## config.mk

```make
export PLATFORM = sky130hd
export DESIGN_NAME = positional_insert_shift_queue
export DESIGN_NICKNAME = d
export VERILOG_FILES = /design/src/sv/psq_pkg.sv /design/src/sv/positional_insert_shift_queue.sv /design/src/sv/psq_slots.sv
export VERILOG_INCLUDE_DIRS = /design/src /design/src/sv
export SDC_FILE = /design/constraint.sdc
export NUM_CORES = 1
export LEC_CHECK = 0
export BUFFER_PORTS_ARGS = -buffer_cell sky130_fd_sc_hd__buf_2
export CORE_MARGIN = 5
export CORE_UTILIZATION = 45
export DETAILED_ROUTE_END_ITERATION = 10
export RECOVER_POWER = 25
export SYNTH_ARGS = -nofsm -noshare
export SYNTH_HDL_FRONTEND = slang
export SYNTH_SLANG_ARGS = --single-unit
```

## constraint.sdc

```tcl
create_clock -name i_clk -period 5.4 [get_ports i_clk]
set_input_delay 0.54 -clock i_clk [delete_from_list [all_inputs] [get_ports i_clk]]
set_output_delay 0.54 -clock i_clk [all_outputs]
set_load 0.01 [all_outputs]
```

## src/sv/positional_insert_shift_queue_defines.svh

```systemverilog
// Assertion macros for the positional insert shift queue.
// Used by the top level; expects a clock named i_clk and an active-low reset i_rst_n.
`ifndef POSITIONAL_INSERT_SHIFT_QUEUE_DEFINES_SVH
`define POSITIONAL_INSERT_SHIFT_QUEUE_DEFINES_SVH

// Same-cycle implication, disabled while reset is asserted.
`define PSQ_ASSERT_NOW(lbl, ante, cons, msg) \
    lbl: assert property (@(posedge i_clk) disable iff (!i_rst_n) (ante) |-> (cons)) \
        else $error(msg);

// Next-cycle implication, disabled while reset is asserted.
`define PSQ_ASSERT_NEXT(lbl, ante, cons, msg) \
    lbl: assert property (@(posedge i_clk) disable iff (!i_rst_n) (ante) |=> (cons)) \
        else $error(msg);

`endif

```

## src/sv/psq_pkg.sv

```systemverilog
// Shared types and constants for the positional insert shift queue.
// No dependencies; imported by psq_slots and the top level.
package psq_pkg;

    localparam int VALUE_W  = 32;
    localparam int MODE_W   = 2;
    localparam int STATUS_W = 2;
    localparam int TOTAL_W  = 5;
    localparam int M_DATA_W = 40;

    typedef enum logic [MODE_W-1:0] {
        MODE_FRONT  = 2'd0,
        MODE_MIDDLE = 2'd1,
        MODE_TAIL   = 2'd2,
        MODE_REMOVE = 2'd3
    } t_mode;

    typedef enum logic [STATUS_W-1:0] {
        ST_DONE  = 2'd0,
        ST_FULL  = 2'd1,
        ST_EMPTY = 2'd2
    } t_status;

    // Slot row commands for one cycle; at most one is set.
    typedef struct packed {
        logic insert;
        logic remove;
    } t_slot_ctl;

endpackage

```

## src/sv/positional_insert_shift_queue.sv

```systemverilog
// Positional insert shift queue: input register, slot row and result register.
// Depends on psq_pkg, psq_slots and positional_insert_shift_queue_defines.svh.
//
//  Channel | Direction | tdata (low bit up)             | tuser
//  s_      | in        | value[31:0]                    | mode[1:0]
//  m_      | out       | removed_value[31:0], entry_total[4:0], zeros | status[1:0]
//
// One item is accepted per cycle unless a stalled output backs up; each result passes the
// input register, then the slot row update and result register, before it becomes valid.
// The slot row shifts all entries at once through one multiplexer per slot.
// Reset is synchronous: it empties the queue and drops both valid registers.
// A stalled output holds its result and backs up into the input register.
`include "positional_insert_shift_queue_defines.svh"

module positional_insert_shift_queue
    import psq_pkg::*;
#(
    parameter int CAPACITY = 16
) (
    input  logic                i_clk,
    input  logic                i_rst_n,
    input  logic                i_s_tvalid,
    output logic                o_s_tready,
    input  logic [VALUE_W-1:0]  i_s_tdata,   // [31:0] value
    input  logic [MODE_W-1:0]   i_s_tuser,   // [1:0] mode
    output logic                o_m_tvalid,
    input  logic                i_m_tready,
    output logic [M_DATA_W-1:0] o_m_tdata,   // [31:0] removed_value, [36:32] entry_total
    output logic [STATUS_W-1:0] o_m_tuser    // [1:0] status
);

    localparam int CNT_W = $clog2(CAPACITY + 1);
    localparam int IDX_W = $clog2(CAPACITY);
    localparam int EXT_W = (CNT_W > TOTAL_W) ? CNT_W : TOTAL_W;

    logic               r_in_valid;
    t_mode              r_in_mode;
    logic [VALUE_W-1:0] r_in_value;

    logic               r_out_valid;
    t_status            r_out_status;
    logic [VALUE_W-1:0] r_out_removed;
    logic [TOTAL_W-1:0] r_out_total;

    logic [CNT_W-1:0]   r_count;
    logic [CNT_W-1:0]   n_count;

    logic               w_advance;
    logic               w_s_fire;
    logic               w_full;
    logic               w_empty;
    logic               w_is_remove;
    t_status            w_status;
    t_slot_ctl          w_ctl;
    logic [IDX_W-1:0]   w_pos;
    logic [VALUE_W-1:0] w_front;
    logic [EXT_W-1:0]   w_count_ext;

    assign w_advance  = r_in_valid && (!r_out_valid || i_m_tready);
    assign o_s_tready = !r_in_valid || w_advance;
    assign w_s_fire   = i_s_tvalid && o_s_tready;

    assign w_full      = (r_count == CNT_W'(CAPACITY));
    assign w_empty     = (r_count == '0);
    assign w_is_remove = (r_in_mode == MODE_REMOVE);

    always_comb begin
        w_status = ST_DONE;
        if (w_is_remove && w_empty) begin
            w_status = ST_EMPTY;
        end else if (!w_is_remove && w_full) begin
            w_status = ST_FULL;
        end
    end

    assign w_ctl.remove = w_advance && w_is_remove && !w_empty;
    assign w_ctl.insert = w_advance && !w_is_remove && !w_full;

    // An insert only happens below capacity, so the count fits a slot index.
    always_comb begin
        unique case (r_in_mode)
            MODE_FRONT:  w_pos = '0;
            MODE_MIDDLE: w_pos = IDX_W'(r_count >> 1);
            MODE_TAIL:   w_pos = IDX_W'(r_count);
            MODE_REMOVE: w_pos = '0;
            default:     w_pos = '0;
        endcase
    end

    always_comb begin
        n_count = r_count;
        if (w_ctl.insert) begin
            n_count = r_count + CNT_W'(1);
        end else if (w_ctl.remove) begin
            n_count = r_count - CNT_W'(1);
        end
    end

    assign w_count_ext = EXT_W'(n_count);

    psq_slots #(
        .CAPACITY (CAPACITY)
    ) u_slots (
        .i_clk   (i_clk),
        .i_ctl   (w_ctl),
        .i_pos   (w_pos),
        .i_value (r_in_value),
        .o_front (w_front)
    );

    always_ff @(posedge i_clk) begin
        if (!i_rst_n) begin
            r_in_valid  <= 1'b0;
            r_out_valid <= 1'b0;
            r_count     <= '0;
        end else begin
            if (w_s_fire) begin
                r_in_valid <= 1'b1;
            end else if (w_advance) begin
                r_in_valid <= 1'b0;
            end
            if (w_advance) begin
                r_out_valid <= 1'b1;
            end else if (i_m_tready) begin
                r_out_valid <= 1'b0;
            end
            r_count <= n_count;
        end
    end

    always_ff @(posedge i_clk) begin
        if (w_s_fire) begin
            r_in_mode  <= t_mode'(i_s_tuser);
            r_in_value <= i_s_tdata;
        end
        if (w_advance) begin
            r_out_status  <= w_status;
            r_out_removed <= w_ctl.remove ? w_front : '0;
            r_out_total   <= w_count_ext[TOTAL_W-1:0];
        end
    end

    assign o_m_tvalid = r_out_valid;
    assign o_m_tuser  = r_out_status;
    assign o_m_tdata  = {(M_DATA_W - VALUE_W - TOTAL_W)'(0), r_out_total, r_out_removed};

    `PSQ_ASSERT_NOW(a_count_bound, 1'b1, r_count <= CNT_W'(CAPACITY), "entry count above capacity")
    `PSQ_ASSERT_NEXT(a_insert_grows, w_ctl.insert, r_count == $past(r_count) + CNT_W'(1), "insert did not grow the count")
    `PSQ_ASSERT_NOW(a_reject_zero, r_out_valid && r_out_status != ST_DONE, r_out_removed == '0, "rejected item carries a removed value")
    `PSQ_ASSERT_NOW(a_empty_total, r_out_valid && r_out_status == ST_EMPTY, r_out_total == '0, "empty rejection with nonzero total")

endmodule

```

## src/sv/psq_slots.sv

```systemverilog
// Row of queue slots, each with its own shift/load multiplexer.
// Depends on psq_pkg for the value width and the slot command struct.
module psq_slots
    import psq_pkg::*;
#(
    parameter int CAPACITY = 16,
    localparam int IDX_W = $clog2(CAPACITY)
) (
    input  logic               i_clk,
    input  t_slot_ctl          i_ctl,
    input  logic [IDX_W-1:0]   i_pos,
    input  logic [VALUE_W-1:0] i_value,
    output logic [VALUE_W-1:0] o_front
);

    logic [VALUE_W-1:0] r_slot [CAPACITY];

    for (genvar g = 0; g < CAPACITY; g++) begin : g_slot
        logic [VALUE_W-1:0] n_slot;
        logic [VALUE_W-1:0] w_next_up;
        logic [VALUE_W-1:0] w_prev;

        // Missing neighbors at the ends of the row tie to the slot itself; a remove keeps the last slot.
        if (g == CAPACITY - 1) begin : g_last
            assign w_next_up = r_slot[g];
        end else begin : g_mid
            assign w_next_up = r_slot[g+1];
        end
        if (g == 0) begin : g_first
            assign w_prev = r_slot[g];
        end else begin : g_rest
            assign w_prev = r_slot[g-1];
        end

        always_comb begin
            n_slot = r_slot[g];
            if (i_ctl.remove) begin
                n_slot = w_next_up;
            end else if (i_ctl.insert) begin
                if (IDX_W'(g) == i_pos) begin
                    n_slot = i_value;
                end else if (IDX_W'(g) > i_pos) begin
                    n_slot = w_prev;
                end
            end
        end

        always_ff @(posedge i_clk) begin
            r_slot[g] <= n_slot;
        end
    end

    assign o_front = r_slot[0];

endmodule

```

# Yosys cells after proc, flatten, opt, wreduce, memory -nomap -nowiden
# Memory sizes are Yosys's and may differ from the RTL's.
# Index checks and enable logic that the tools add are counted.
word_totals:
  ramBits: 512
  input_bits: 38
  mem_count: 1
  elab_cells: 137
  out_inout_bits: 44
  reg_bits: 80
mem_list:
  columns: ["memory", "depth", "width", "rd", "rd_clocked_by_memory_dff", "write_ports", "line_no", "text"]
  rows:
  - ["u_slots.r_slot", 16, 32, 16, 0, 16, "psq_slots.sv:16", "logic [VALUE_W-1:0] r_slot [CAPACITY];"]
op_classes:
  addsub: 2
  reduce_logical: 21
  mux: 71
  magnitude_cmp: 15
  eq_ne: 19
op_table:
  columns: ["op", "n"]
  rows:
  - ["2-to-1 mux 32 bit", 63]
  - ["== test 4 bit, first input constant", 8]
  - ["> comparator 4 bit, first input constant", 8]
  - ["== test 3 x 4 -> 1 bit, first input constant", 4]
  - ["> comparator 3 x 4 -> 1 bit, first input constant", 4]
  - ["one-hot mux 4 bit (3 select lines)", 1]
  - ["2-to-1 mux 5 bit", 2]
  - ["== test 2 x 4 -> 1 bit, first input constant", 2]
  - ["> comparator 2 x 4 -> 1 bit, first input constant", 2]
  - ["logical AND 1 bit", 8]
  - ["adder 5 x 1 -> 5 bit, second input constant", 1]
  - ["== test 5 bit, second input constant", 1]
  - ["logical NOT 1 bit", 5]
  - ["logical NOT 5 bit", 1]
  - ["2-to-1 mux 1 bit", 5]
  - ["subtractor 5 x 1 -> 5 bit, second input constant", 1]
  - ["== test 1 x 4 -> 1 bit, first input constant", 1]
  - ["== test 2 bit, second input constant", 2]
  - ["> comparator 1 x 4 -> 1 bit, first input constant", 1]
  - ["logical NOT 4 bit", 1]
  - ["nonzero test 2 bit", 2]
  - ["== test 2 x 1 -> 1 bit, second input constant", 1]
  - ["logical NOT 2 bit", 1]
  - ["logical OR 1 bit", 2]
  - ["OR reduction 2 bit", 1]

# Longest topological paths before layout
# Gate-level depths: netlist of run 1.
logic_depth:
  ltp_word: 8
  depth_mapped: 11
  depth_no_buf: 6

# Cells and area by module
# A second synthesis of run 1 with hierarchy kept.
hier_totals:
  hier_cells: 2362
  hier_area_um2: 29315.6
by_module_without_submodules:
  columns: ["mod", "seq_area_each_um2", "area_per_inst_um2", "n_inst", "cells_per_inst"]
  rows:
  - ["psq_slots", 15374.7, 26123.8, 1, 2162]
  - ["positional_insert_shift_queue", 2332.2, 3191.8, 1, 200]

# Least setup slack after synthesis of run 1
# OpenSTA, ideal clock, no wires.
synth_timing:
  kind: "input to register"
  from: "input i_m_tready"
  to: "memory u_slots.r_slot[1][0], in the netlist u_slots.r_slot[0][32] (enable)"
  stages: 5
  slack_ns: -0.477
  t_required_ns: 4.887
  t_arrival_ns: 5.364
  path_buffers: 0
  setup_ns: 0.513
  cell_sequence: "nand2b_1 > nand2_1 > inv_1 > nand2b_1 > nor4b_1"
synth_rtl:
  columns: ["item", "line_no", "text"]
  rows:
  - ["start, declared", "positional_insert_shift_queue.sv:27", "input logic i_m_tready,"]
  - ["end, declared", "psq_slots.sv:16", null]

==> impl_metrics.yaml, run 1 <==
cells_and_area:
  antennaDiodeCount: 0
  fin_util: 0.499
  areaGrowthSynthToFinish_pct: 9.53
  fin_nets: 2735
  layout-drive-gt1-share: 0.0904
  final_area_mm2: 0.0321
floorplanning:
  initial_core_util: 0.455
  die_area_mm2: 0.0704
  num_io_pins: 82
  die_w_um: 265
  row_count: 93
  core_area_mm2: 0.0645
  die_h_um: 265
setup_path:
  start_kind: "register"
  critPathKind: "reg -> reg"
  crit_slowest_cell: "clkbuf_1"
  critPathArrivalTime_ps: 4450
  critPathLaunch: "r_count[1]"
  worstPathRequired_ps: 5570
  rr_startpoint: "r_count[1]"
  path_buf_inv: 3
  rrSetupSlack_ps: 1120
  critPathTopFamily: "buffers and inverters"
  crit_chain: "inv_1 > ha_1 > or3b_1 > a21oi_1 > nand2b_1 > clkbuf_1 > nor2_2 > clkbuf_1"
  critPathMaxFanout: 32
  slowest_delay_ps: 1350
  end_kind: "register"
  path_common_cell: "clkbuf_1"
clock_tree:
  tritoncts: "done"
  numCtsBuffers: 67
  htreeDepth: 3
  clockRootBuffer: "clkbuf_16"
  clock_latency_ps: 590
  clk_pin_slew_ps: 60
  cts_buffer_depth: 3
  cts_hold_buf: 0
  cts_resized: 0
  cts_setup_buffers: 0
  clock_sinks: 592
sta:
  grt_setup_unrepaired: "no"
  holdWs_ps: 123
  max_freq_ghz: 0.234
  setup_viol: 0
  period_minus_slack_ps: 4280
  period_share: 0.792
  setup_tns_ps: 0
  tightest_slew_ps: 2730
  skew_ps: 18.3
  maxSlewViolCount: 173
  max_slew_margin: -0.820
  hold_violations: 0
yosys:
  syn_avg_cell_area_um2: 10.6
  yosysUniqueCellTypes: 56
  synthAdderAreaFrac: 0.000853
  synth_top_family_by_area: "compound AO/OA/AOI/OAI gates"
  synth_edf_count: 585
  async_flop_share: 0
  synth_cells: 2757
  synth_flop_cell: "edfxtp_1"
  synth_warnings: 0
  ys_ff_latch: 592
  syn_area_mm2: 0.0293
  synth-compound-area-share: 0.152
  synth_xor_area_frac: 0.000597
  synth.area.mux_share: 0.0791
  synthSimpleGateAreaFrac: 0.119
  synth_seq_area_share: 0.603
global_routing:
  track_usage: 0.202
  antenna_found_initial: 0
  grt_first_pass_wirelength_um: 117000
  grt_max_degree: 147
  overflow: 0
  first_global_vias: 19948
place:
  place.gp.congestion: 0.839
  place_hpwl_um: 45500
  port_buffers: 78
  dpl-instance-area_mm2: 0.0302
routing:
  ant_nets: 0
  avgViaCountPerCell: 5.81
  vias: 20912
  first_iter_violations: 2523
  drc_errors: 0
  first_pass_iters: 6
  drt-total-wl_um: 73700
  wl_per_cell_um: 20.5
power:
  finalPower_mw: 10.4
  p_leak_nw: 12.1
  ir_drop_v: 0.000232
  power_density_mw_per_mm2: 323
min_path:
  min_from: "i_s_tdata[3]"
  hold_path.class: "in -> reg"
run:
  drv_cap: 5
outcome:
  status: "finished, violations left"
  violations: "capacitance limit, slew limit"
==> routing by layer <==
layer	share of wire	track usage
met1	0.48	0.315
met4	0.015	0.0445
met3	0.076	0.0313
met5	0	0
met2	0.42	0.300
==> stage by stage <==
stage / cells / setup WS (ps)
after global routing: 3597 / 833
after floorplan: 2759 / 521
final: 3597 / 1120
after global placement: 3481 / 1950
after detailed placement: 3481 / 1720
after CTS: 3597 / 1720
==> cells in the final DEF, fill, tap and decap left out, types with 7 or more instances in the layout <==
master     netlist  routed
edfxtp_1       585     585
nand2_1        439     439
a21oi_1        319     316
nor2_1         271     267
mux2i_1        196     196
o21ai_0        194     194
a31oi_1        134     133
o21ai_1        132     130
clkbuf_16        0      71
nand3_1         68      68
clkbuf_1       121      68
buf_4           30      48
buf_2          100      36
and2_1          35      34
mux2_2          32      32
clkinv_1         0      14
clkinv_2         0       7
dfxtp_1          7       7
==> area by class of cell <==
class	instances	area [um2]
fillers	5815	32300
flip-flops and latches	592	17700
multi-input cells	1892	10500
clock buffers	93	1860
well taps	855	1070
repair buffers	136	833
clock inverters	23	153
inverters	6	22.5
==> power by group <==
group	total [mW]	switching (mW)	internal, mW
clock	4.26	1.77	2.49
combinational	0.581	0.389	0.192
sequential	5.54	0.200	5.34
==> worst register-to-register path, stage by stage (launching register included) <==
cell	delay, ps
dfxtp_1	840
inv_1	100
ha_1	260
or3b_1	270
a21oi_1	100
nand2b_1	160
clkbuf_1	510
nor2_2	260
clkbuf_1	1350
==> path summary, 6_finish.rpt <==
check / end / depth (start not counted)
worst max-delay path: u_slots.r_slot[2][55] / 8
worst min-delay path: r_in_value[3] / 1
worst max register to register: u_slots.r_slot[2][55] / 8
worst min register to register: r_out_removed[29] / 1
==> cell usage after synthesis, types with 4 or more instances <==
cell	instances	share of area
a21oi_1	319	0.054
a31oi_1	134	0.029
and2_1	35	0.0075
and3b_1	4	0.0012
buf_1	6	0.00077
buf_2	100	0.017
buf_4	30	0.0077
buf_6	9	0.0035
clkbuf_1	121	0.015
dfxtp_1	7	0.0048
edfxtp_1	585	0.60
inv_1	6	0.00077
mux2_2	32	0.012
mux2i_1	196	0.067
nand2_1	439	0.056
nand3_1	68	0.012
nor2_1	271	0.035
nor4bb_1	8	0.0027
o21ai_0	194	0.033
o21ai_1	132	0.023
o221a_2	4	0.0015
o221ai_1	4	0.0012
o22ai_2	4	0.0017
or2_2	4	0.00085
==> registers in the layout (all words and copies together) (netlist names) <==
name,count
u_slots.r_slot,512
r_in_value,32
r_out_removed,32
r_count,5
r_out_total,5
o_m_tuser,2
r_in_mode,2
o_m_tvalid,1
r_in_valid,1
==> logic make-up after synthesis <==
kind of cell	count (synthesis)
AOI/OAI and AO/OA	811
xor gates and xnor gates	2
adders and majority gates	2
buffers and inverters	275
DFF	592
muxes	228
other	1
and+or+nand+nor	846
Note: power is estimated with default switching activity, not from simulation.
==> run 2, diff against run 1 <==
Clock period 5.4 ns to 4.1 ns, I/O delays scaled along.
==> impl_metrics.yaml, run 2 (synthesized netlist as in run 1, its figures left out) <==
outcome:
  status: "finished, violations left"
  violations: "capacitance limit, slew limit"
sta:
  period_share: 0.822
  grt_setup_unrepaired: "no"
  max_slew_margin: -0.867
  setup_viol: 0
  hold_violations: 0
  setup_slack_ps: 729
  tightest_slew_ps: 2800
  max_freq_ghz: 0.297
  skew_ps: 22.4
  period_minus_slack_ps: 3370
  maxSlewViolCount: 75
clock_tree:
  htreeDepth: 3
  tritoncts: "done"
  cts_resized: 0
  clk_pin_slew_ps: 60
  numCtsBuffers: 66
  cts_buffer_depth: 3
  clock_sinks: 592
  clockRootBuffer: "clkbuf_16"
  clock_latency_ps: 590
global_routing:
  overflow: 0
  grt_first_pass_wirelength_um: 109000
  antenna_found_initial: 0
  first_global_vias: 19450
  track_usage: 0.187
  grt_max_degree: 135
setup_path:
  start_kind: "register"
  slowest_delay_ps: 1020
  worstSetupEndpoint: "u_slots.r_slot[1][2]"
  crit_chain: "inv_1 > ha_1 > or3b_1 > o2111ai_2 > buf_4 > a31oi_1"
  critPathTopFamily: "compound AO/OA/AOI/OAI gates"
  critPathKind: "reg -> reg"
  r2r_end: "u_slots.r_slot[1][2]"
  crit_slowest_cell: "o2111ai_2"
  critPathArrivalTime_ps: 3680
  worstPathRequired_ps: 4410
  cp.depth: 6
  path_buf_inv: 2
  critPathLaunch: "r_count[1]"
  rrSetupSlack_ps: 730
  r2r_cells: 6
  critPathMaxFanout: 46
  rr_startpoint: "r_count[1]"
  end_kind: "register"
min_path:
  hold_path.class: "in -> reg"
floorplanning:
  core_area_mm2: 0.0645
  num_io_pins: 82
  die_w_um: 265
  die_h_um: 265
  row_count: 93
  initial_core_util: 0.455
  die_area_mm2: 0.0704
cells_and_area:
  areaGrowthSynthToFinish_pct: 10.9
  top_regs: "u_slots.r_slot: 512 flops, r_in_value: 32 flops, r_out_removed: 32 flops"
  layout-drive-gt1-share: 0.0931
  fin_nets: 2780
  antennaDiodeCount: 0
  regMostFlops: "u_slots.r_slot"
  n_fill_cell: 5753
  largest_reg_flops: 512
  mostFrequentLayoutCells: "585 x edfxtp_1, 439 x nand2_1, 316 x a21oi_1"
  final_common_cell: "edfxtp_1"
  fin_util: 0.505
run:
  drv_cap: 2
routing:
  wl_per_cell_um: 18.9
  vias: 20653
  avgViaCountPerCell: 5.68
  first_iter_violations: 2234
  drc_errors: 0
  ant_nets: 0
  first_pass_iters: 6
  drt-total-wl_um: 68700
place:
  pre_cts_ws_ps: 741
  place_hpwl_um: 44800
  place.gp.congestion: 0.826
  port_buffers: 78
power:
  ir_drop_v: 0.000268
  finalPower_mw: 13.5
  power_density_mw_per_mm2: 415
  p_leak_nw: 12.2
## run 2: metrics by stage
stage / instances / cell area (um2) / hold slack (ps) / TNS, ps
after floorplan: 2759 / 29400 / 509 / -39200
after global placement: 3493 / 30400 / 526 / 0
after detailed placement: 3493 / 30400 / 533 / 0
after CTS: 3637 / 32700 / 37.5 / 0
after global routing: 3637 / 32500 / 96.6 / 0
final: 3637 / 32500 / 77.8 / 0
## run 2: worst min-delay path by stage
| stage | endpoint | slack [ps] | depth (start not counted) | startpoint |
|---|---|---|---|---|
| floorplan | r_in_mode[0] | 510 | 0 | i_s_tuser[0] |
| CTS | r_in_valid | 40 | 3 | i_s_tvalid |
| finish | r_in_valid | 80 | 3 | i_s_tvalid |
| global route | r_in_valid | 100 | 3 | i_s_tvalid |
| detailed placement | u_slots.r_slot[0][95] | 530 | 2 | u_slots.r_slot[0][127] |
| global placement | u_slots.r_slot[0][11] | 530 | 2 | u_slots.r_slot[0][43] |
## run 2: power by group
part | switching (mW) | internal [mW]
Sequential | 0.250 | 7.04
Combinational | 0.504 | 0.280
Clock | 2.28 | 3.13
## run 2: routing by layer
layer	up-vias	track usage	wire (um)	share of wire
met5	-	0	0	0
li1	9952	-	-	-
met3	64	0.0241	5130	0.075
met2	792	0.282	29900	0.43
met1	9845	0.292	32900	0.48
met4	0	0.0408	864	0.013
## run 2: layout make-up
| class | instances | area (um2) | area share |
|---|---|---|---|
| Clock buffer | 88 | 1800 | 0.0553 |
| Sequential cell | 592 | 17700 | 0.544 |
| Inverter | 6 | 22.5 | 0.000692 |
| Multi-Input combinational cell | 1892 | 10500 | 0.323 |
| Tap cell | 855 | 1070 | 0.0329 |
| Clock inverter | 22 | 136 | 0.00419 |
| Timing Repair Buffer | 182 | 1300 | 0.0400 |
## run 2: worst register-to-register path, stage by stage (launching register included)
cell,delay (ps)
dfxtp_1,540
inv_1,140
ha_1,200
or3b_1,440
o2111ai_2,1020
buf_4,580
a31oi_1,160
## run 2: what timing repair did
item / 4_1_cts / 5_1_grt
buffers inserted: 0 / 0
hold buffers: 34 / 0
hold endpoints to repair: 34 / 0
